`src/sv/ees_pkg.sv`:
```
// Package for the I2C EEPROM transaction sequencer.
// Holds field widths, operation, bus command, phase and register codes, and the result type.
// No dependencies.
package ees_pkg;

    // Field widths on the stream ports
    localparam int OP_W         = 3;
    localparam int ADDR_FIELD_W = 16;
    localparam int CNT_FIELD_W  = 16;
    localparam int BYTE_W       = 8;
    localparam int CMD_W        = 3;
    localparam int S_TDATA_W    = 48;
    localparam int M_TDATA_W    = 24;

    // Defaults for the top-level parameters
    localparam int ADDRESS_WIDTH_DEFAULT = 16;
    localparam int COUNT_WIDTH_DEFAULT   = 16;

    // Configuration port
    localparam int CFG_INDEX_W = 2;
    localparam int CFG_DATA_W  = 16;
    localparam logic [CFG_INDEX_W-1:0] REG_DEVICE_ADDRESS     = 2'd0;
    localparam logic [CFG_INDEX_W-1:0] REG_ADDRESS_BYTE_COUNT = 2'd1;
    localparam logic [CFG_INDEX_W-1:0] REG_PAGE_SIZE_LOG2     = 2'd2;
    localparam logic [CFG_INDEX_W-1:0] REG_POLL_LIMIT         = 2'd3;

    localparam int DEV_ADDR_W   = 7;
    localparam int ADDR_BYTES_W = 2;
    localparam int PAGE_LOG2_W  = 4;
    localparam int POLL_W       = 16;

    localparam logic [DEV_ADDR_W-1:0]   DEVICE_ADDRESS_RESET     = 7'd80;
    localparam logic [ADDR_BYTES_W-1:0] ADDRESS_BYTE_COUNT_RESET = 2'd1;
    localparam logic [PAGE_LOG2_W-1:0]  PAGE_SIZE_LOG2_RESET     = 4'd3;
    localparam logic [POLL_W-1:0]       POLL_LIMIT_RESET         = 16'd1000;

    // Input operations
    localparam logic [OP_W-1:0] OP_BEGIN_READ  = 3'd0;
    localparam logic [OP_W-1:0] OP_BEGIN_WRITE = 3'd1;
    localparam logic [OP_W-1:0] OP_WRITE_BYTE  = 3'd2;
    localparam logic [OP_W-1:0] OP_ACK_RESP    = 3'd3;
    localparam logic [OP_W-1:0] OP_READ_RESP   = 3'd4;

    // Bus commands
    localparam logic [CMD_W-1:0] CMD_START  = 3'd0;
    localparam logic [CMD_W-1:0] CMD_STOP   = 3'd1;
    localparam logic [CMD_W-1:0] CMD_SEND   = 3'd2;
    localparam logic [CMD_W-1:0] CMD_READ   = 3'd3;
    localparam logic [CMD_W-1:0] CMD_ACK    = 3'd4;
    localparam logic [CMD_W-1:0] CMD_NACK   = 3'd5;
    localparam logic [CMD_W-1:0] CMD_REPORT = 3'd6;

    // Sequencer phases
    localparam int PHASE_W = 4;
    localparam logic [PHASE_W-1:0] PH_IDLE     = 4'd0;
    localparam logic [PHASE_W-1:0] PH_DEVW     = 4'd1;
    localparam logic [PHASE_W-1:0] PH_ADDRH    = 4'd2;
    localparam logic [PHASE_W-1:0] PH_ADDRL    = 4'd3;
    localparam logic [PHASE_W-1:0] PH_DEVR     = 4'd4;
    localparam logic [PHASE_W-1:0] PH_RDATA    = 4'd5;
    localparam logic [PHASE_W-1:0] PH_WAITDATA = 4'd6;
    localparam logic [PHASE_W-1:0] PH_POLL     = 4'd7;
    localparam logic [PHASE_W-1:0] PH_WDATA    = 4'd8;

    // Results per input beat
    localparam int MAX_RES   = 4;
    localparam int RES_IDX_W = $clog2(MAX_RES);
    localparam int RES_CNT_W = $clog2(MAX_RES + 1);

    typedef struct packed {
        logic [CMD_W-1:0]  cmd;
        logic [BYTE_W-1:0] bus_byte;
        logic [BYTE_W-1:0] read_data;
        logic              read_data_valid;
        logic              done_res;
        logic              success;
        logic              last;
    } res_t;

    function automatic res_t mk_res(input logic [CMD_W-1:0] cmd,
                                    input logic [BYTE_W-1:0] bus_byte,
                                    input logic [BYTE_W-1:0] read_data,
                                    input logic read_data_valid,
                                    input logic done_res,
                                    input logic success);
        res_t r;
        r.cmd             = cmd;
        r.bus_byte        = bus_byte;
        r.read_data       = read_data;
        r.read_data_valid = read_data_valid;
        r.done_res        = done_res;
        r.success         = success;
        r.last            = 1'b0;
        return r;
    endfunction

endpackage

```
`src/sv/i2c_eeprom_transaction_sequencer.sv`:
```
// I2C EEPROM transaction sequencer: turns random-read and page-write requests into
// byte-level bus commands. Depends on ees_pkg.
//
// Usage:
//   s_ channel: one beat per request or bus response. tuser carries the operation
//   (begin read, begin write, write data byte, ack response, read response).
//   m_ channel: bus commands (start, stop, send, read, ack, nack, report), one per
//   beat; tlast marks the final command caused by an input beat.
//   cfg_ port: device address, address byte count, page size, poll limit. Write
//   only while no result is pending.
// Timing: each input beat is decoded in the cycle it is accepted; its first result
//   shows on m_ in the next cycle when the output register is free, and the rest follow
//   one per cycle while m_tready stays high. Beats that produce no result can be taken
//   every cycle while the queue is empty. s_tready drops only while results beyond the
//   one held in the output register are queued.
// Stall: a stalled m_ side holds the output register and the queue; s_tready stays
//   low until the queue drains into the output register.
// Reset: aresetn (synchronous, active low) returns the sequencer to idle, clears
//   the queue and output valid, and loads the register reset values.
module i2c_eeprom_transaction_sequencer
    import ees_pkg::*;
#(
    parameter int ADDRESS_WIDTH = ADDRESS_WIDTH_DEFAULT,
    parameter int COUNT_WIDTH   = COUNT_WIDTH_DEFAULT
) (
    input  logic                   aclk,
    input  logic                   aresetn,
    // configuration write port
    input  logic                   cfg_we,
    input  logic [CFG_INDEX_W-1:0] cfg_index,
    input  logic [CFG_DATA_W-1:0]  cfg_wdata,
    // input stream
    input  logic                   s_tvalid,
    output logic                   s_tready,
    // tdata: start_address[15:0], byte_count[31:16], data_byte[39:32],
    //        acknowledged[40], zero[47:41]
    input  logic [S_TDATA_W-1:0]   s_tdata,
    // tuser: operation[2:0]
    input  logic [OP_W-1:0]        s_tuser,
    // result stream
    output logic                   m_tvalid,
    input  logic                   m_tready,
    // tdata: bus_byte[7:0], read_data[15:8], read_data_valid[16], done_res[17],
    //        success[18], zero[23:19]
    output logic [M_TDATA_W-1:0]   m_tdata,
    // tuser: bus_command[2:0]
    output logic [CMD_W-1:0]       m_tuser,
    output logic                   m_tlast
);

    // configuration registers
    logic [DEV_ADDR_W-1:0]   dev_addr_reg;
    logic [ADDR_BYTES_W-1:0] addr_bytes_reg;
    logic [PAGE_LOG2_W-1:0]  page_log2_reg;
    logic [POLL_W-1:0]       poll_limit_reg;

    // sequencer state
    logic [PHASE_W-1:0]       phase_reg, phase_next;
    logic                     is_read_reg, is_read_next;
    logic [ADDRESS_WIDTH-1:0] cur_addr_reg, cur_addr_next;
    logic [COUNT_WIDTH-1:0]   bytes_left_reg, bytes_left_next;
    logic                     first_byte_reg, first_byte_next;
    logic [POLL_W-1:0]        poll_count_reg, poll_count_next;
    logic [BYTE_W-1:0]        held_data_reg, held_data_next;

    // result queue and output register
    res_t                 buf_reg [MAX_RES];
    logic [RES_IDX_W-1:0] head_reg, head_next;
    logic [RES_CNT_W-1:0] left_reg, left_next;
    res_t                 out_reg, out_next;
    logic                 m_tvalid_reg, m_tvalid_next;

    // decoded input beat
    logic                     s_accept;
    logic [OP_W-1:0]          in_op;
    logic [ADDRESS_WIDTH-1:0] in_addr;
    logic [COUNT_WIDTH-1:0]   in_cnt;
    logic [BYTE_W-1:0]        in_data;
    logic                     in_ack;

    res_t                 res_arr [MAX_RES];
    logic [RES_CNT_W-1:0] res_n;
    logic                 out_free;
    logic                 store_res;

    logic [ADDR_FIELD_W-1:0]  addr_wide;
    logic [BYTE_W-1:0]        addr_hi, addr_lo;
    logic [BYTE_W-1:0]        dev_wr, dev_rd;
    logic                     page_start;
    logic [ADDRESS_WIDTH-1:0] addr_inc;
    logic [COUNT_WIDTH-1:0]   left_dec;
    res_t                     first_addr_res;
    logic [PHASE_W-1:0]       first_addr_phase;

    assign s_tready = (left_reg == '0);
    assign s_accept = s_tvalid && s_tready;

    assign in_op   = s_tuser;
    assign in_addr = ADDRESS_WIDTH'(s_tdata[ADDR_FIELD_W-1:0]);
    assign in_cnt  = COUNT_WIDTH'(s_tdata[ADDR_FIELD_W +: CNT_FIELD_W]);
    assign in_data = s_tdata[ADDR_FIELD_W+CNT_FIELD_W +: BYTE_W];
    assign in_ack  = s_tdata[ADDR_FIELD_W+CNT_FIELD_W+BYTE_W];

    assign addr_wide = ADDR_FIELD_W'(cur_addr_reg);
    assign addr_hi   = addr_wide[15:8];
    assign addr_lo   = addr_wide[7:0];
    assign dev_wr    = {dev_addr_reg, 1'b0};
    assign dev_rd    = {dev_addr_reg, 1'b1};
    assign addr_inc  = cur_addr_reg + ADDRESS_WIDTH'(1);
    assign left_dec  = bytes_left_reg - COUNT_WIDTH'(1);

    // page boundary: address bits below page_size_log2 all zero
    always_comb begin
        page_start = 1'b1;
        for (int i = 0; i < ADDRESS_WIDTH; i++) begin
            if ((i < int'(page_log2_reg)) && cur_addr_reg[i]) begin
                page_start = 1'b0;
            end
        end
    end

    // first memory address byte: high byte when two address bytes are used
    always_comb begin
        if (addr_bytes_reg >= 2'd2) begin
            first_addr_res   = mk_res(CMD_SEND, addr_hi, '0, 1'b0, 1'b0, 1'b0);
            first_addr_phase = PH_ADDRH;
        end else begin
            first_addr_res   = mk_res(CMD_SEND, addr_lo, '0, 1'b0, 1'b0, 1'b0);
            first_addr_phase = PH_ADDRL;
        end
    end

    // decode one input beat into state updates and up to three results
    always_comb begin
        phase_next      = phase_reg;
        is_read_next    = is_read_reg;
        cur_addr_next   = cur_addr_reg;
        bytes_left_next = bytes_left_reg;
        first_byte_next = first_byte_reg;
        poll_count_next = poll_count_reg;
        held_data_next  = held_data_reg;
        res_n           = '0;
        for (int i = 0; i < MAX_RES; i++) begin
            res_arr[i] = '0;
        end

        if (s_accept) begin
            case (in_op)
                OP_BEGIN_READ: begin
                    if (phase_reg == PH_IDLE) begin
                        is_read_next    = 1'b1;
                        cur_addr_next   = in_addr;
                        bytes_left_next = in_cnt;
                        res_arr[0]      = mk_res(CMD_START, '0, '0, 1'b0, 1'b0, 1'b0);
                        res_arr[1]      = mk_res(CMD_SEND, dev_wr, '0, 1'b0, 1'b0, 1'b0);
                        res_n           = RES_CNT_W'(2);
                        phase_next      = PH_DEVW;
                    end
                end
                OP_BEGIN_WRITE: begin
                    if (phase_reg == PH_IDLE) begin
                        is_read_next    = 1'b0;
                        cur_addr_next   = in_addr;
                        bytes_left_next = in_cnt;
                        first_byte_next = 1'b1;
                        if (in_cnt == '0) begin
                            res_arr[0] = mk_res(CMD_STOP, '0, '0, 1'b0, 1'b0, 1'b0);
                            res_arr[1] = mk_res(CMD_REPORT, '0, '0, 1'b0, 1'b1, 1'b1);
                            res_n      = RES_CNT_W'(2);
                        end else begin
                            phase_next = PH_WAITDATA;
                        end
                    end
                end
                OP_WRITE_BYTE: begin
                    if (phase_reg == PH_WAITDATA) begin
                        held_data_next = in_data;
                        if (first_byte_reg || page_start) begin
                            // new page: stop, then poll for ack unless poll limit is 0
                            res_arr[0] = mk_res(CMD_STOP, '0, '0, 1'b0, 1'b0, 1'b0);
                            res_n      = RES_CNT_W'(3);
                            if (poll_limit_reg == '0) begin
                                res_arr[1] = mk_res(CMD_STOP, '0, '0, 1'b0, 1'b0, 1'b0);
                                res_arr[2] = mk_res(CMD_REPORT, '0, '0, 1'b0, 1'b1, 1'b0);
                                phase_next = PH_IDLE;
                            end else begin
                                poll_count_next = POLL_W'(1);
                                res_arr[1] = mk_res(CMD_START, '0, '0, 1'b0, 1'b0, 1'b0);
                                res_arr[2] = mk_res(CMD_SEND, dev_wr, '0, 1'b0, 1'b0, 1'b0);
                                phase_next = PH_POLL;
                            end
                        end else begin
                            res_arr[0] = mk_res(CMD_SEND, in_data, '0, 1'b0, 1'b0, 1'b0);
                            res_n      = RES_CNT_W'(1);
                            phase_next = PH_WDATA;
                        end
                    end
                end
                OP_ACK_RESP: begin
                    if (!(phase_reg inside {PH_IDLE, PH_RDATA, PH_WAITDATA})) begin
                        if (phase_reg == PH_POLL) begin
                            if (in_ack) begin
                                res_arr[0] = first_addr_res;
                                res_n      = RES_CNT_W'(1);
                                phase_next = first_addr_phase;
                            end else if (poll_count_reg >= poll_limit_reg) begin
                                res_arr[0] = mk_res(CMD_STOP, '0, '0, 1'b0, 1'b0, 1'b0);
                                res_arr[1] = mk_res(CMD_REPORT, '0, '0, 1'b0, 1'b1, 1'b0);
                                res_n      = RES_CNT_W'(2);
                                phase_next = PH_IDLE;
                            end else begin
                                poll_count_next = poll_count_reg + POLL_W'(1);
                                res_arr[0] = mk_res(CMD_START, '0, '0, 1'b0, 1'b0, 1'b0);
                                res_arr[1] = mk_res(CMD_SEND, dev_wr, '0, 1'b0, 1'b0, 1'b0);
                                res_n      = RES_CNT_W'(2);
                            end
                        end else if (!in_ack) begin
                            res_arr[0] = mk_res(CMD_STOP, '0, '0, 1'b0, 1'b0, 1'b0);
                            res_arr[1] = mk_res(CMD_REPORT, '0, '0, 1'b0, 1'b1, 1'b0);
                            res_n      = RES_CNT_W'(2);
                            phase_next = PH_IDLE;
                        end else begin
                            case (phase_reg)
                                PH_DEVW: begin
                                    res_arr[0] = first_addr_res;
                                    res_n      = RES_CNT_W'(1);
                                    phase_next = first_addr_phase;
                                end
                                PH_ADDRH: begin
                                    res_arr[0] = mk_res(CMD_SEND, addr_lo, '0,
                                                        1'b0, 1'b0, 1'b0);
                                    res_n      = RES_CNT_W'(1);
                                    phase_next = PH_ADDRL;
                                end
                                PH_ADDRL: begin
                                    if (is_read_reg) begin
                                        res_arr[0] = mk_res(CMD_START, '0, '0,
                                                            1'b0, 1'b0, 1'b0);
                                        res_arr[1] = mk_res(CMD_SEND, dev_rd, '0,
                                                            1'b0, 1'b0, 1'b0);
                                        res_n      = RES_CNT_W'(2);
                                        phase_next = PH_DEVR;
                                    end else begin
                                        res_arr[0] = mk_res(CMD_SEND, held_data_reg, '0,
                                                            1'b0, 1'b0, 1'b0);
                                        res_n      = RES_CNT_W'(1);
                                        phase_next = PH_WDATA;
                                    end
                                end
                                PH_DEVR: begin
                                    if (bytes_left_reg == '0) begin
                                        res_arr[0] = mk_res(CMD_STOP, '0, '0,
                                                            1'b0, 1'b0, 1'b0);
                                        res_arr[1] = mk_res(CMD_REPORT, '0, '0,
                                                            1'b0, 1'b1, 1'b1);
                                        res_n      = RES_CNT_W'(2);
                                        phase_next = PH_IDLE;
                                    end else begin
                                        res_arr[0] = mk_res(CMD_READ, '0, '0,
                                                            1'b0, 1'b0, 1'b0);
                                        res_n      = RES_CNT_W'(1);
                                        phase_next = PH_RDATA;
                                    end
                                end
                                PH_WDATA: begin
                                    cur_addr_next   = addr_inc;
                                    bytes_left_next = left_dec;
                                    first_byte_next = 1'b0;
                                    if (left_dec == '0) begin
                                        res_arr[0] = mk_res(CMD_STOP, '0, '0,
                                                            1'b0, 1'b0, 1'b0);
                                        res_arr[1] = mk_res(CMD_REPORT, '0, '0,
                                                            1'b0, 1'b1, 1'b1);
                                        res_n      = RES_CNT_W'(2);
                                        phase_next = PH_IDLE;
                                    end else begin
                                        phase_next = PH_WAITDATA;
                                    end
                                end
                                default: begin
                                end
                            endcase
                        end
                    end
                end
                OP_READ_RESP: begin
                    if (phase_reg == PH_RDATA) begin
                        bytes_left_next = left_dec;
                        if (left_dec != '0) begin
                            res_arr[0] = mk_res(CMD_ACK, '0, in_data, 1'b1, 1'b0, 1'b0);
                            res_arr[1] = mk_res(CMD_READ, '0, '0, 1'b0, 1'b0, 1'b0);
                            res_n      = RES_CNT_W'(2);
                        end else begin
                            // last byte: nack, then close the transaction
                            res_arr[0] = mk_res(CMD_NACK, '0, in_data, 1'b1, 1'b0, 1'b0);
                            res_arr[1] = mk_res(CMD_STOP, '0, '0, 1'b0, 1'b0, 1'b0);
                            res_arr[2] = mk_res(CMD_REPORT, '0, '0, 1'b0, 1'b1, 1'b1);
                            res_n      = RES_CNT_W'(3);
                            phase_next = PH_IDLE;
                        end
                    end
                end
                default: begin
                end
            endcase
        end

        for (int i = 0; i < MAX_RES; i++) begin
            res_arr[i].last = (RES_CNT_W'(i + 1) == res_n);
        end
    end

    // output register fed from the queue, or straight from a fresh beat
    assign out_free  = !m_tvalid_reg || m_tready;
    assign store_res = s_accept && (res_n != '0);

    always_comb begin
        out_next      = out_reg;
        m_tvalid_next = m_tvalid_reg;
        head_next     = head_reg;
        left_next     = left_reg;
        if (out_free) begin
            if (left_reg != '0) begin
                out_next      = buf_reg[head_reg];
                m_tvalid_next = 1'b1;
                head_next     = head_reg + RES_IDX_W'(1);
                left_next     = left_reg - RES_CNT_W'(1);
            end else if (store_res) begin
                out_next      = res_arr[0];
                m_tvalid_next = 1'b1;
                head_next     = RES_IDX_W'(1);
                left_next     = res_n - RES_CNT_W'(1);
            end else begin
                m_tvalid_next = 1'b0;
            end
        end else if (store_res) begin
            head_next = '0;
            left_next = res_n;
        end
    end

    always_ff @(posedge aclk) begin
        if (!aresetn) begin
            dev_addr_reg   <= DEVICE_ADDRESS_RESET;
            addr_bytes_reg <= ADDRESS_BYTE_COUNT_RESET;
            page_log2_reg  <= PAGE_SIZE_LOG2_RESET;
            poll_limit_reg <= POLL_LIMIT_RESET;
        end else if (cfg_we) begin
            case (cfg_index)
                REG_DEVICE_ADDRESS:     dev_addr_reg   <= cfg_wdata[DEV_ADDR_W-1:0];
                REG_ADDRESS_BYTE_COUNT: addr_bytes_reg <= cfg_wdata[ADDR_BYTES_W-1:0];
                REG_PAGE_SIZE_LOG2:     page_log2_reg  <= cfg_wdata[PAGE_LOG2_W-1:0];
                REG_POLL_LIMIT:         poll_limit_reg <= cfg_wdata[POLL_W-1:0];
                default: begin
                end
            endcase
        end
    end

    always_ff @(posedge aclk) begin
        if (!aresetn) begin
            phase_reg      <= PH_IDLE;
            is_read_reg    <= 1'b0;
            cur_addr_reg   <= '0;
            bytes_left_reg <= '0;
            first_byte_reg <= 1'b0;
            poll_count_reg <= '0;
            held_data_reg  <= '0;
            head_reg       <= '0;
            left_reg       <= '0;
            m_tvalid_reg   <= 1'b0;
        end else begin
            phase_reg      <= phase_next;
            is_read_reg    <= is_read_next;
            cur_addr_reg   <= cur_addr_next;
            bytes_left_reg <= bytes_left_next;
            first_byte_reg <= first_byte_next;
            poll_count_reg <= poll_count_next;
            held_data_reg  <= held_data_next;
            head_reg       <= head_next;
            left_reg       <= left_next;
            m_tvalid_reg   <= m_tvalid_next;
        end
    end

    // payload: no reset needed
    always_ff @(posedge aclk) begin
        out_reg <= out_next;
        if (store_res) begin
            for (int i = 0; i < MAX_RES; i++) begin
                buf_reg[i] <= res_arr[i];
            end
        end
    end

    assign m_tvalid = m_tvalid_reg;
    assign m_tuser  = out_reg.cmd;
    assign m_tlast  = out_reg.last;
    assign m_tdata  = {5'b0, out_reg.success, out_reg.done_res, out_reg.read_data_valid,
                       out_reg.read_data, out_reg.bus_byte};

    // queued results always sit behind a valid output beat
    a_queue_behind_out: assert property (@(posedge aclk) disable iff (!aresetn)
        (left_reg != '0) |-> m_tvalid_reg)
        else $error("result queue holds beats while output register is empty");

    a_queue_bound: assert property (@(posedge aclk) disable iff (!aresetn)
        left_reg <= RES_CNT_W'(MAX_RES))
        else $error("result queue count exceeds its depth");

    // a begin read from idle always leaves an output beat valid in the next cycle
    a_begin_read_out: assert property (@(posedge aclk) disable iff (!aresetn)
        (s_accept && (in_op == OP_BEGIN_READ) && (phase_reg == PH_IDLE)) |=> m_tvalid_reg)
        else $error("begin read produced no output beat");

    a_phase_range: assert property (@(posedge aclk) disable iff (!aresetn)
        phase_reg <= PH_WDATA)
        else $error("sequencer phase out of range");

endmodule
```
`config.mk`:
```
export PLATFORM = sky130hd
export DESIGN_NAME = i2c_eeprom_transaction_sequencer
export DESIGN_NICKNAME = d
export VERILOG_FILES = /design/src/sv/ees_pkg.sv /design/src/sv/i2c_eeprom_transaction_sequencer.sv
export SDC_FILE = /design/constraint.sdc
export NUM_CORES = 1
export LEC_CHECK = 0
export ABC_CLOCK_PERIOD_IN_PS = 5300
export BUFFER_PORTS_ARGS = -buffer_cell sky130_fd_sc_hd__buf_4
export CAP_MARGIN = 15
export CORE_MARGIN = 1
export CORE_UTILIZATION = 59
export DETAILED_ROUTE_END_ITERATION = 10
export PLACE_DENSITY = 0.85
export SLEW_MARGIN = 20
export SYNTH_ARGS = -nofsm -noshare
export SYNTH_HDL_FRONTEND = slang
export SYNTH_SLANG_ARGS = --single-unit
```
`constraint.sdc`:
```
create_clock -name aclk -period 5.3 [get_ports aclk]
set_input_delay 1.06 -clock aclk [delete_from_list [all_inputs] [get_ports aclk]]
set_output_delay 1.06 -clock aclk [all_outputs]
set_load 0.005 [all_outputs]
```
Word-level counts from Yosys, hierarchy flattened
Memory sizes are Yosys's and may differ from the RTL's. A register that Yosys moved wholly into a read port is not among the register bits.
Cells that the tools add are included.
{"block": "word_totals", "in_bits": 74, "regBits": 120, "memories": 1, "word_cells": 259, "mem_bits_rw": 92}
{"name": "buf_reg", "depth": 4, "width": 23, "read_ports": 1, "rd_clocked_by_memory_dff": 1, "wr": 4, "line": "i2c_eeprom_transaction_sequencer.sv:67", "text": "res_t buf_reg [MAX_RES];"}
{"block": "classes", "mux": 122, "magnitude_cmp": 17, "reduce_logical": 55, "addsub": 6, "eq_ne": 37}
{"cell": "$mux W16", "count": 18}
{"cell": "$mux W44", "count": 6}
{"cell": "$pmux W46 S5", "count": 1}
{"cell": "$mux W46", "count": 4}
{"cell": "$mux W23", "count": 6}
{"cell": "$mux W69", "count": 2}
{"cell": "$pmux W23 S5", "count": 1}
{"cell": "$mux W22", "count": 5}
{"cell": "$pmux W23 S3", "count": 1}
{"cell": "$mux W68", "count": 1}
{"cell": "$logic_not A16 Y1", "count": 4}
{"cell": "$pmux W16 S2", "count": 2}
{"cell": "$mux W4", "count": 13}
{"cell": "$pmux W16 S3", "count": 1}
{"cell": "$pmux W23 S2", "count": 1}
{"cell": "$pmux W4 S5", "count": 2}
{"cell": "$mux W3", "count": 11}
{"cell": "$add A16 B1 Y16 const B", "count": 2}
{"cell": "$mux W2", "count": 16}
{"cell": "$lt A4 B4 Y1 const A", "count": 7}
{"cell": "$ne A2 B2 Y1 const B", "count": 14}
{"cell": "$mux W1", "count": 26}
{"cell": "$mux W20", "count": 1}
{"cell": "$logic_and A1 B1 Y1", "count": 17}
{"cell": "43 further kinds", "count": 75}

Logic depth before layout (Yosys ltp)
Gate-level depths: netlist of run 1.
{"block": "depth", "ltp_word": 29, "mapped_depth": 17, "mapped_depth_nobuf": 17}

Worst setup path after synthesis of run 1
No wires, ideal clock.
{"block": "synth_timing", "path_kind": "reg2reg", "start": "register bytes_left_reg[0]", "end": "register left_reg[1]", "stages_incl_launch_ff": 17, "arrival_ns": 4.576, "slack_ns": 0.591, "setup_ns": 0.132, "synth_period_minus_slack_ns": 4.709, "cell_sequence": "dfxtp_1 -> inv_1 -> ha_1 -> or3b_2 -> nor2_1 -> xor2_1 -> nor3_1 -> a2bb2oi_1 -> o211ai_1 -> a211oi_1 -> or2_1 -> ha_1 -> nand2b_1 -> a21oi_1 -> nand2_1 -> o2111ai_1 -> a21oi_1"}
{"block": "synth_between", "elab_chain_len": 13, "elab_cells_between_ends": 24}
{"element": "start: declaration", "line": "i2c_eeprom_transaction_sequencer.sv:61", "text": "logic [COUNT_WIDTH-1:0] bytes_left_reg, bytes_left_next;"}
{"element": "start signal: assignment", "line": "i2c_eeprom_transaction_sequencer.sv:376", "text": "bytes_left_reg <= bytes_left_next;"}
{"element": "$sub A16 B1 Y16", "line": "i2c_eeprom_transaction_sequencer.sv:110", "text": "assign left_dec = bytes_left_reg - COUNT_WIDTH'(1);"}
{"element": "$logic_not A16 Y1", "line": "i2c_eeprom_transaction_sequencer.sv:269", "text": "if (left_dec == '0) begin"}
{"element": "$mux W2", "line": "i2c_eeprom_transaction_sequencer.sv:269"}
{"element": "$pmux W2 S4", "line": "i2c_eeprom_transaction_sequencer.sv:223", "text": "case (phase_reg)"}
{"element": "$mux W2", "line": "i2c_eeprom_transaction_sequencer.sv:217", "text": "end else if (!in_ack) begin"}
{"element": "$mux W3", "line": "i2c_eeprom_transaction_sequencer.sv:201", "text": "if (phase_reg == PH_POLL) begin"}
{"element": "$mux W3", "line": "i2c_eeprom_transaction_sequencer.sv:200", "text": "if (!(phase_reg inside {PH_IDLE, PH_RDATA, PH_WAITDATA})) begin"}
{"element": "$pmux W3 S5 (*)", "line": "i2c_eeprom_transaction_sequencer.sv:148", "text": "case (in_op)"}
{"element": "$mux W3 (*)", "line": "i2c_eeprom_transaction_sequencer.sv:147", "text": "if (s_accept) begin"}
{"element": "$sub A3 B1 Y3 or $reduce_bool A3 Y1 (tied branches)", "line": "i2c_eeprom_transaction_sequencer.sv:332, i2c_eeprom_transaction_sequencer.sv:315"}
{"element": "$mux W3 or $logic_and A1 B1 Y1 (tied branches)", "line": "i2c_eeprom_transaction_sequencer.sv:328, i2c_eeprom_transaction_sequencer.sv:315"}
{"element": "$mux W3 or $reduce_bool A2 Y1 (tied branches)"}
{"element": "$mux W3 or $reduce_and A2 Y1 (tied branches)"}
{"element": "end signal: assignment", "line": "i2c_eeprom_transaction_sequencer.sv:381", "text": "left_reg <= left_next;"}
{"element": "end: declaration", "line": "i2c_eeprom_transaction_sequencer.sv:69", "text": "logic [RES_CNT_W-1:0] left_reg, left_next;"}
Mark *: on every way between the ends. The rest lies on a longest branch, timed or not. The select of a mux whose other input is x is not followed.
A chain may end at the register's enable or synchronous reset.

Worst setup path after layout of run 1
{"block": "layout_timing", "start": "register bytes_left_reg[0]", "end": "register left_reg[2]"}
{"block": "layout_between", "elab_chain_len": 13, "elab_cells_between_ends": 23}
{"element": "$sub A16 B1 Y16", "line": "i2c_eeprom_transaction_sequencer.sv:110"}
{"element": "$logic_not A16 Y1", "line": "i2c_eeprom_transaction_sequencer.sv:269"}
{"element": "$mux W2", "line": "i2c_eeprom_transaction_sequencer.sv:269"}
{"element": "$pmux W2 S4", "line": "i2c_eeprom_transaction_sequencer.sv:223"}
{"element": "$mux W2", "line": "i2c_eeprom_transaction_sequencer.sv:217"}
{"element": "$mux W3", "line": "i2c_eeprom_transaction_sequencer.sv:201"}
{"element": "$mux W3", "line": "i2c_eeprom_transaction_sequencer.sv:200"}
{"element": "$pmux W3 S5 (*)", "line": "i2c_eeprom_transaction_sequencer.sv:148"}
{"element": "$mux W3 (*)", "line": "i2c_eeprom_transaction_sequencer.sv:147"}
{"element": "$reduce_bool A3 Y1 (*)", "line": "i2c_eeprom_transaction_sequencer.sv:315", "text": "assign store_res = s_accept && (res_n != '0);"}
{"element": "$logic_and A1 B1 Y1 (*)", "line": "i2c_eeprom_transaction_sequencer.sv:315"}
{"element": "via store_res", "line": "i2c_eeprom_transaction_sequencer.sv:84", "text": "logic store_res;"}
{"element": "$reduce_bool A2 Y1 (no source line)"}
{"element": "$reduce_and A2 Y1 (no source line) (*)"}
The timed path passes the listed nets; every way through them passes the cells marked *. The select of a mux whose other input is x is not followed.

==> results of run 1 <==
-- cell type report --
type | instances | area, um2
Timing Repair Buffer | 103 | 773
Clock buffer | 21 | 504
Clock inverter | 11 | 120
Sequential cell | 165 | 3970
Multi-Input combinational cell | 775 | 4710
Fill cell | 1169 | 4670
Tap cell | 188 | 235
Inverter | 42 | 158
-- worst paths after layout --
check | from | endpoint
min | held_data_reg[1] | held_data_reg[1]
max | bytes_left_reg[0] | left_reg[2]
min reg2reg | held_data_reg[1] | held_data_reg[1]
max reg2reg | bytes_left_reg[0] | left_reg[2]
-- kinds of logic (layout without fill, tap and decap cells) --
logic type	count (synthesis)	after routing	synth area share
xor gates and xnor gates	11	11	0.0106
adders and majority gates	27	27	0.0370
muxes	32	32	0.0351
AOI/OAI and AO/OA	298	298	0.209
other	1	5	0.000411
and+or+nand+nor	402	402	0.221
DFF	165	165	0.435
buffers and inverters	108	177	0.0517
-- synth_stat cells (21+ instances only) --
cell type	count	share of area
clkbuf_1	48	0.020
dfxtp_1	98	0.21
nand2_1	113	0.046
nor2_1	97	0.040
a21oi_1	103	0.056
nand3_1	31	0.017
o21ai_0	54	0.030
inv_1	40	0.016
mux2i_1	32	0.035
and2_1	21	0.014
nor3_1	28	0.015
ha_1	27	0.037
edfxtp_1	67	0.22
a22oi_1	21	0.017
-- critical path, delay by kind of cell (launching register included) --
kind,cells,cell delay (ps)
AOI/OAI and AO/OA,5,1160
buffers and inverters,4,650
adders and majority gates,2,380
DFF,1,340
and+or+nand+nor,6,1430
xor gates and xnor gates,1,200
-- placed cells by master, fill, tap and decap left out, types with 3 or more instances in the layout --
| cell type | synthesis | routed |
|---|---|---|
| a211oi_1 | 14 | 14 |
| a21o_1 | 16 | 16 |
| a21oi_1 | 103 | 101 |
| a22oi_1 | 21 | 21 |
| a31oi_1 | 13 | 13 |
| and2_1 | 21 | 21 |
| and3_1 | 11 | 11 |
| buf_4 | 8 | 103 |
| clkbuf_16 | 0 | 20 |
| conb_1 | 1 | 5 |
| dfxtp_1 | 98 | 98 |
| edfxtp_1 | 67 | 67 |
| ha_1 | 27 | 27 |
| inv_1 | 40 | 40 |
| inv_6 | 0 | 6 |
| mux2i_1 | 32 | 32 |
| nand2_1 | 113 | 113 |
| nand2b_1 | 11 | 11 |
| nand3_1 | 31 | 31 |
| nand4_1 | 10 | 10 |
| nor2_1 | 97 | 97 |
| nor2b_1 | 7 | 7 |
| nor3_1 | 28 | 27 |
| nor3b_1 | 6 | 6 |
| nor4_1 | 11 | 11 |
| nor4b_1 | 9 | 9 |
| o2111ai_1 | 3 | 3 |
| o211ai_1 | 10 | 10 |
| o21a_1 | 3 | 3 |
| o21ai_0 | 54 | 54 |
| o21ai_1 | 4 | 4 |
| o221a_2 | 4 | 4 |
| o221ai_1 | 8 | 8 |
| o22ai_1 | 16 | 16 |
| o31ai_1 | 5 | 5 |
| or2_2 | 12 | 12 |
| or3_1 | 14 | 14 |
| or4_1 | 3 | 3 |
| xnor2_1 | 3 | 3 |
| xor2_1 | 8 | 8 |
-- power by group through the flow --
stage / Sequential (mW) / Clock [mW] / Combinational [mW]
2_1_floorplan: 1.63 / 0 / 0.697
3_3_place_gp: 1.67 / 0 / 1.00
3_5_place_dp: 1.68 / 0 / 1.02
4_1_cts: 1.65 / 1.29 / 1.04
5_1_grt: 1.67 / 1.35 / 1.14
6_report: 1.65 / 1.29 / 1.04
-- routing by layer --
| metal | GRT usage | vias up | wire length (um) |
|---|---|---|---|
| met3 | 0.0510 | 47 | 1900 |
| met4 | 0.103 | 0 | 503 |
| met5 | 0 | - | 0 |
| li1 | - | 3915 | - |
| met2 | 0.462 | 416 | 10300 |
| met1 | 0.382 | 3793 | 9430 |
-- through the flow --
| step | instances | utilization | hold slack, ps | instance area (um2) | total power, mW |
|---|---|---|---|---|---|
| 2_1_floorplan | 1048 | - | 437 | 9140 | 2.32 |
| 5_1_grt | 1305 | 0.692 | 486 | 10500 | 4.17 |
| 3_5_place_dp | 1273 | 0.650 | 454 | 9850 | 2.70 |
| 4_1_cts | 1305 | 0.692 | 462 | 10500 | 3.99 |
| 6_report | 1305 | 0.692 | 466 | 10500 | 3.99 |
| 3_3_place_gp | 1273 | 0.650 | 448 | 9850 | 2.67 |
==> flow_summary.json, run 1 <==
{
  "maxSlewHeadroom": 0.351,
  "synth-seq-cells": 165,
  "slew_violations": 0,
  "portBuffers": 91,
  "firstDrtPassIters": 5,
  "final_hold_viol_count": 0,
  "seqPwrFrac": 0.415,
  "slowest_delay_ps": 510,
  "grt-ovfl-total": 0,
  "ys_seq_area_frac": 0.435,
  "status": "completed",
  "ys_types": 77,
  "netlist_area_mm2": 0.00913,
  "hold_path_class": "reg -> reg",
  "cts_tree": "done",
  "path_cells": "inv_1, ha_1, or3b_2, nor2_1, xor2_1, nor3_1, buf_4, a2bb2oi_1, o211ai_1, a211oi_1, or2_1, ha_1, nand2b_1, inv_1, buf_4, a21oi_1, nor2_1, o221a_2",
  "start_util": 0.603,
  "routed_wl_um": 22100,
  "start_kind": "flop",
  "fin_crit_ps": 4280,
  "drc": 0,
  "final_antenna_net_count": 0,
  "layout-drive-gt1-share": 0.154,
  "path_class": "reg -> reg",
  "cp.arrival_ps": 4620,
  "cellLeakagePower_nw": 4.06,
  "clkSinkCount": 165,
  "nets": 1205,
  "grt_pass1_wl_um": 36200,
  "diodes": 0,
  "dp_slack_ps": 1080,
  "cts-buffers-inserted": 17,
  "rsz0062_at_grt": "no",
  "wl_per_cell_um": 17.0,
  "p_switching_mw": 1.30,
  "drt_iter0_drc": 802,
  "timing.critical_path.required_ps": 5630,
  "grt_max_degree": 56,
  "yosys_warnings": 0,
  "synth_edf_count": 67,
  "clock-root-buffer": "clkbuf_16",
  "vdd_ir_drop_max_mv": 0.248,
  "antenna_found_initial": 0,
  "clockPowerShare": 0.324,
  "largest_reg_flops": 44,
  "vias_per_cell": 6.26,
  "path_max_fanout": 24,
  "comb_power_share": 0.261,
  "holdPathStages": 2,
  "dp_hpwl_um": 15600,
  "die_h_um": 126,
  "p_per_area_mw_per_mm2": 381,
  "synth.avg_cell_area_um2": 8.74,
  "crit_slowest_cell": "or3b_2",
  "maxCapViolations": 0,
  "netSwitchingFraction": 0.326,
  "regToRegSetupSlack_ps": 1020,
  "clkTransAtPathRegs_ps": 70,
  "post_cts_buffers": 0,
  "finalSetupTns_ps": 0,
  "ys.flop_type": "dfxtp_1",
  "core_area_mm2": 0.0151,
  "gp_congestion": 0.950,
  "dieArea_mm2": 0.0160,
  "finClkSkew_ps": 11.2,
  "cts_resized": 0,
  "area.growth.synth_to_final_pct": 14.7,
  "period_share": 0.808,
  "p_int_mw": 2.69,
  "row_count": 45,
  "setup_viol": 0,
  "syn_inst": 1044,
  "end_kind": "flop",
  "clock_latency_ps": 440,
  "ctsHoldBuffers": 0,
  "grt_pass1_vias": 7353,
  "clockBufferDepth": 2,
  "grtUsageTotal": 0.285,
  "ios": 104,
  "rr_worst_depth": 18,
  "clock.fmax_mhz": 233,
  "htree_levels": 4,
  "async_flop_share": 0,
  "fin_ws_ps": 1020,
  "worst-slew-pin-transition_ps": 972,
  "die_w_um": 126,
  "vias": 8171
}
No activity file was read; power rests on OpenSTA's default activity.
==> inputs of run 2 (changes only) <==
--- a/config.mk
+++ b/config.mk
@@ -5,7 +5,7 @@
 export SDC_FILE = /design/constraint.sdc
 export NUM_CORES = 1
 export LEC_CHECK = 0
-export ABC_CLOCK_PERIOD_IN_PS = 5300
+export ABC_CLOCK_PERIOD_IN_PS = 4410
 export BUFFER_PORTS_ARGS = -buffer_cell sky130_fd_sc_hd__buf_4
 export CAP_MARGIN = 15
 export CORE_MARGIN = 1
==> constraint.sdc (replaced) <==
create_clock -name aclk -period 4.41 [get_ports aclk]
set_input_delay 0.882 -clock aclk [delete_from_list [all_inputs] [get_ports aclk]]
set_output_delay 0.882 -clock aclk [all_outputs]
set_load 0.005 [all_outputs]
==> run 2 against run 1 <==
  * First-iteration DRC count down 8.9%
  * Via count up 0.34%
  * Non-clock buffer count is 5 higher
  * Final cell count is 0.38% higher
  * Routed wire length rose by 2.9%
  * Largest cell class unchanged
  * Clock power is 19% higher
  * Highest routed layer unchanged
  * Core utilization up 0.14 points
  * Critical path depth fell by 2
  * Sequential share of layout area decreased by 0.077 points
==> flow_summary.json, run 2 (synthesis gave the netlist of run 1 again) <==
{
  "maxSlewHeadroom": 0.301,
  "cts-buffers-inserted": 17,
  "antenna_found_initial": 0,
  "grtUsageTotal": 0.291,
  "clkTransAtPathRegs_ps": 70,
  "start_util": 0.603,
  "fin_ws_ps": 414,
  "dp_hpwl_um": 15700,
  "post_cts_buffers": 0,
  "path_class": "reg -> reg",
  "design_area_mm2": 0.0105,
  "vdd_ir_drop_max_mv": 0.277,
  "worstReg2RegStart": "bytes_left_reg[0]",
  "htree_levels": 4,
  "final_cell_mix": "nand2_1 (113), buf_4 (108), a21oi_1 (101), dfxtp_1 (98), nor2_1 (97)",
  "final_antenna_net_count": 0,
  "finClkSkew_ps": 8.67,
  "placed_area_mm2": 0.00989,
  "drc": 0,
  "clock_latency_ps": 440,
  "hold_path_class": "reg -> reg",
  "cellLeakagePower_nw": 4.06,
  "hold_start": "held_data_reg[2]",
  "vias": 8199,
  "cts_resized": 0,
  "wl_met3_um": 1720,
  "die_w_um": 126,
  "fin_crit_ps": 4000,
  "ios": 104,
  "grt_pass1_vias": 7562,
  "clock.fmax_mhz": 250,
  "path_max_fanout": 23,
  "largest_reg_flops": 44,
  "final_hold_viol_count": 0,
  "dp_slack_ps": 491,
  "portBuffers": 91,
  "clock-root-buffer": "clkbuf_16",
  "layout-drive-gt1-share": 0.158,
  "area.growth.synth_to_final_pct": 15.0,
  "clkSinkCount": 165,
  "highest_layer": "met4",
  "routed_wl_um": 22800,
  "wl_met1_um": 9900,
  "grt_pass1_wl_um": 37100,
  "slew_violations": 0,
  "ctsHoldBuffers": 0,
  "crit_start": "bytes_left_reg[0]",
  "grt_max_degree": 56,
  "timing.critical_path.required_ps": 4520,
  "grt-ovfl-total": 0,
  "wl_per_cell_um": 17.4,
  "core_area_mm2": 0.0151,
  "clockBufferDepth": 2,
  "end_kind": "flop",
  "status": "completed",
  "worst-slew-pin-transition_ps": 1050,
  "drt_iter0_drc": 731,
  "wl_met2_um": 10700,
  "maxCapViolations": 0,
  "layout_commonest_cell": "nand2_1",
  "row_count": 45,
  "vias_per_cell": 6.26,
  "rsz0062_at_grt": "no",
  "cts_tree": "done",
  "firstDrtPassIters": 5,
  "setup_viol": 0,
  "dieArea_mm2": 0.0160,
  "period_share": 0.906,
  "start_kind": "flop",
  "finalSetupTns_ps": 0,
  "die_h_um": 126,
  "nets": 1210,
  "cp.arrival_ps": 4110,
  "p_per_area_mw_per_mm2": 456,
  "gp_congestion": 0.917,
  "diodes": 0
}
run 2: where the power goes:
group	internal [mW]	total [mW]	switching, mW	leakage (nW)
sequential	1.82	1.99	0.163	1.50
combinational	0.522	1.26	0.742	2.27
clock	0.901	1.54	0.641	0.291
total	3.24	4.79	1.55	4.06
run 2: final timing paths:
| kind | slack (ps) | endpoint | cells after the start |
|---|---|---|---|
| max | 410 | m_tdata[7] | 16 |
| min reg2reg | 460 | held_data_reg[2] | 2 |
| max reg2reg | 410 | m_tdata[7] | 16 |
| min | 460 | held_data_reg[2] | 2 |
run 2: layer usage:
layer / GRT usage / vias to the layer above
li1: - / 3945
met1: 0.379 / 3846
met2: 0.477 / 361
met3: 0.0489 / 47
met4: 0.128 / 0
met5: 0 / -
run 2: cell type report:
cell class / instances / area [um2]
well taps: 188 / 235
multi-input cells: 775 / 4710
repair buffers: 108 / 811
flip-flops and latches: 165 / 3970
clock inverters: 13 / 171
clock buffers: 19 / 433
fillers: 1182 / 4650
inverters: 42 / 161
run 2: through the flow:
stage | hold slack (ps) | cells | util | power [mW]
2_1_floorplan | 437 | 1048 | - | 2.79
3_3_place_gp | 449 | 1278 | 0.653 | 3.22
3_5_place_dp | 451 | 1278 | 0.653 | 3.25
4_1_cts | 461 | 1310 | 0.693 | 4.78
5_1_grt | 478 | 1310 | 0.693 | 5.01
6_report | 464 | 1310 | 0.693 | 4.79
run 2: worst max-delay path, cell delays in order (launching register included):
cell and delay, ps:
dfxtp_1 350, inv_1 90, ha_1 210, or3b_2 510, nor2_1 200, xor2_1 100, nor3_1 400, buf_4 230
nand2_1 120, and3_1 200, nor2_1 80, buf_4 140, inv_1 70, ha_1 170, nand2b_1 230, a21oi_2 240
buf_4 310
==> inputs of run 3 (changes only) <==
--- a/config.mk
+++ b/config.mk
@@ -5,6 +5,7 @@
 export SDC_FILE = /design/constraint.sdc
 export NUM_CORES = 1
 export LEC_CHECK = 0
+export ABC_AREA = 1
 export ABC_CLOCK_PERIOD_IN_PS = 4410
 export BUFFER_PORTS_ARGS = -buffer_cell sky130_fd_sc_hd__buf_4
 export CAP_MARGIN = 15
==> run 3 against run 2 <==
  * Final cell count rose by 21%
  * Fmax up 14%
  * Routed wire length is 2.5% higher
  * Critical path depth rose by 1
  * Register-to-register slack better by 480 ps
  * Combinational power is 34% higher
  * Core utilization increased by 1.1 points
  * Global-route usage grew 0.47 points
  * Hold slack worse by 7.4 ps
  * Sequential power down 2%
  * Largest cell class unchanged
  * Largest power group unchanged
==> flow_summary.json, run 3 <==
{
  "ys.flop_type": "dfxtp_1",
  "vdd_ir_drop_max_mv": 0.285,
  "syn_inst": 1279,
  "nets": 1464,
  "maxSlewHeadroom": 0.429,
  "cts_resized": 0,
  "ios": 104,
  "final_util": 0.704,
  "synth_area_leaders": "edfxtp_1 (21%), dfxtp_1 (21%), nand2_1 (9.5%)",
  "clock_latency_ps": 440,
  "yosysTopAreaCell": "edfxtp_1",
  "netlist_area_mm2": 0.00937,
  "rr_worst_depth": 17,
  "final_cell_mix": "nand2_1 (238), inv_1 (169), nor2_1 (156), o21ai_0 (110), buf_4 (103)",
  "synth_top_area_share": 0.215,
  "vias_per_cell": 5.60,
  "crit_buf_inv": 3,
  "maxCapViolations": 0,
  "crit_start": "bytes_left_reg[0]",
  "core_area_mm2": 0.0154,
  "wl_per_cell_um": 14.7,
  "clock.fmax_mhz": 285,
  "clockBufferDepth": 2,
  "area.growth.synth_to_final_pct": 15.4,
  "regToRegSetupSlack_ps": 900,
  "slowest_delay_ps": 340,
  "worstReg2RegStart": "bytes_left_reg[0]",
  "die_w_um": 128,
  "period_share": 0.796,
  "grt_pass1_vias": 7993,
  "clkTransAtPathRegs_ps": 70,
  "path_cells": "inv_1, ha_1, nand3_2, nor2_4, xor2_1, nor2_1, nand2_1, nor2_1, nand3_2, nand4_1, nand2_1, nand2_1, nand2_1, ha_1, nor2_4, buf_4, buf_4",
  "layout-drive-gt1-share": 0.137,
  "reg2reg_to": "buf_reg[2][21]",
  "synth.avg_cell_area_um2": 7.33,
  "largest_reg_flops": 44,
  "dp_hpwl_um": 17300,
  "finClkSkew_ps": 9.13,
  "grt_max_degree": 55,
  "cp_top_family": "simple AND/OR/NAND/NOR gates",
  "firstDrtPassIters": 6,
  "final_hold_viol_count": 0,
  "final_antenna_net_count": 0,
  "drt_iter0_drc": 806,
  "yosys_warnings": 0,
  "start_util": 0.610,
  "setup_viol": 0,
  "ctsHoldBuffers": 0,
  "synth-seq-cells": 165,
  "gp_congestion": 0.953,
  "grt-ovfl-total": 0,
  "drc": 0,
  "ys_types": 52,
  "cpMostUsedCell": "nand2_1",
  "grt_pass1_wl_um": 38200,
  "fin_crit_ps": 3510,
  "async_flop_share": 0,
  "layout_commonest_cell": "nand2_1",
  "synth_edf_count": 67,
  "start_kind": "flop",
  "cp-endpoint": "buf_reg[2][21]",
  "p_per_area_mw_per_mm2": 471,
  "rsz0062_at_grt": "no",
  "ys_top_cells_by_count": "nand2_1 (238), inv_1 (169), nor2_1 (158)",
  "cts-buffers-inserted": 17,
  "dieArea_mm2": 0.0164,
  "end_kind": "flop",
  "path_max_fanout": 28,
  "hold_path_class": "reg -> reg",
  "path_class": "reg -> reg",
  "routed_wl_um": 23300,
  "vias": 8883,
  "cts_tree": "done",
  "synth.most_common_cell": "nand2_1",
  "diodes": 0,
  "clock-root-buffer": "clkbuf_16",
  "die_h_um": 128,
  "row_count": 45,
  "portBuffers": 91,
  "status": "completed",
  "ys_seq_area_frac": 0.424,
  "finalSetupTns_ps": 0,
  "htree_levels": 4,
  "post_cts_buffers": 0,
  "path_depth": 17,
  "antenna_found_initial": 0,
  "worst-slew-pin-transition_ps": 848,
  "cellLeakagePower_nw": 4.59,
  "crit_slowest_cell": "buf_4",
  "grtUsageTotal": 0.295,
  "timing.critical_path.required_ps": 4530,
  "cp.arrival_ps": 3630,
  "slew_violations": 0,
  "clkSinkCount": 165
}
==> run 3: metal layers <==
metal / up-vias / part of all wire / track usage
met1: 4034 / 0.44 / 0.396
met3: 48 / 0.068 / 0.0543
met2: 378 / 0.47 / 0.480
li1: 4423 / - / -
met5: - / 0 / 0
met4: 0 / 0.019 / 0.101
==> run 3: worst min-delay path, cell delays in order, from the launching register on <==
cell	delay (ps)
dfxtp_1	300
inv_1	60
a21oi_1	50
==> run 3: power breakdown <==
group | switching, mW | internal (mW)
Clock | 0.646 | 0.818
Sequential | 0.111 | 1.84
Combinational | 1.10 | 0.589
==> run 3: cells by family (layout without fill, tap and decap cells) <==
family	after synthesis	count (layout)	share of synthesized area
other	1	5	0.000400
buffers and inverters	235	328	0.0994
flip-flops	165	165	0.424
AND/OR/NAND/NOR	568	568	0.267
AO/OA/AOI/OAI	268	268	0.159
adder cells (fa/ha/maj)	27	27	0.0360
XOR/XNOR	15	15	0.0140
==> run 3: final cells by class <==
| cell class | count | area (um2) |
|---|---|---|
| Fill cell | 1273 | 4550 |
| Multi-Input combinational cell | 883 | 4500 |
| Sequential cell | 165 | 3970 |
| Timing Repair Buffer | 103 | 773 |
| Inverter | 193 | 734 |
| Clock buffer | 20 | 457 |
| Tap cell | 211 | 264 |
| Clock inverter | 12 | 119 |
==> run 3: per-stage QoR <==
stage                     hold WS, ps  setup slack (ps)  power, mW  cells  cell area [um2]
after floorplan                   430               121       3.08   1283             9400
after global placement            446               784       3.59   1555            10200
after detailed placement          450               724       3.63   1555            10200
after CTS                         459               945       5.08   1587            10800
after global routing              484               551       5.38   1587            10800
final                             456               898       5.10   1587            10800
==> run 3: worst min-delay path by stage <==
stage / startpoint / end / slack, ps / depth (start not counted)
3_5_place_dp: held_data_reg[4] / held_data_reg[4] / 450 / 2
4_1_cts: held_data_reg[4] / held_data_reg[4] / 460 / 2
5_1_grt: held_data_reg[3] / held_data_reg[3] / 480 / 2
3_3_place_gp: held_data_reg[4] / held_data_reg[4] / 450 / 2
2_1_floorplan: held_data_reg[4] / held_data_reg[4] / 430 / 2
6_report: held_data_reg[4] / held_data_reg[4] / 460 / 2
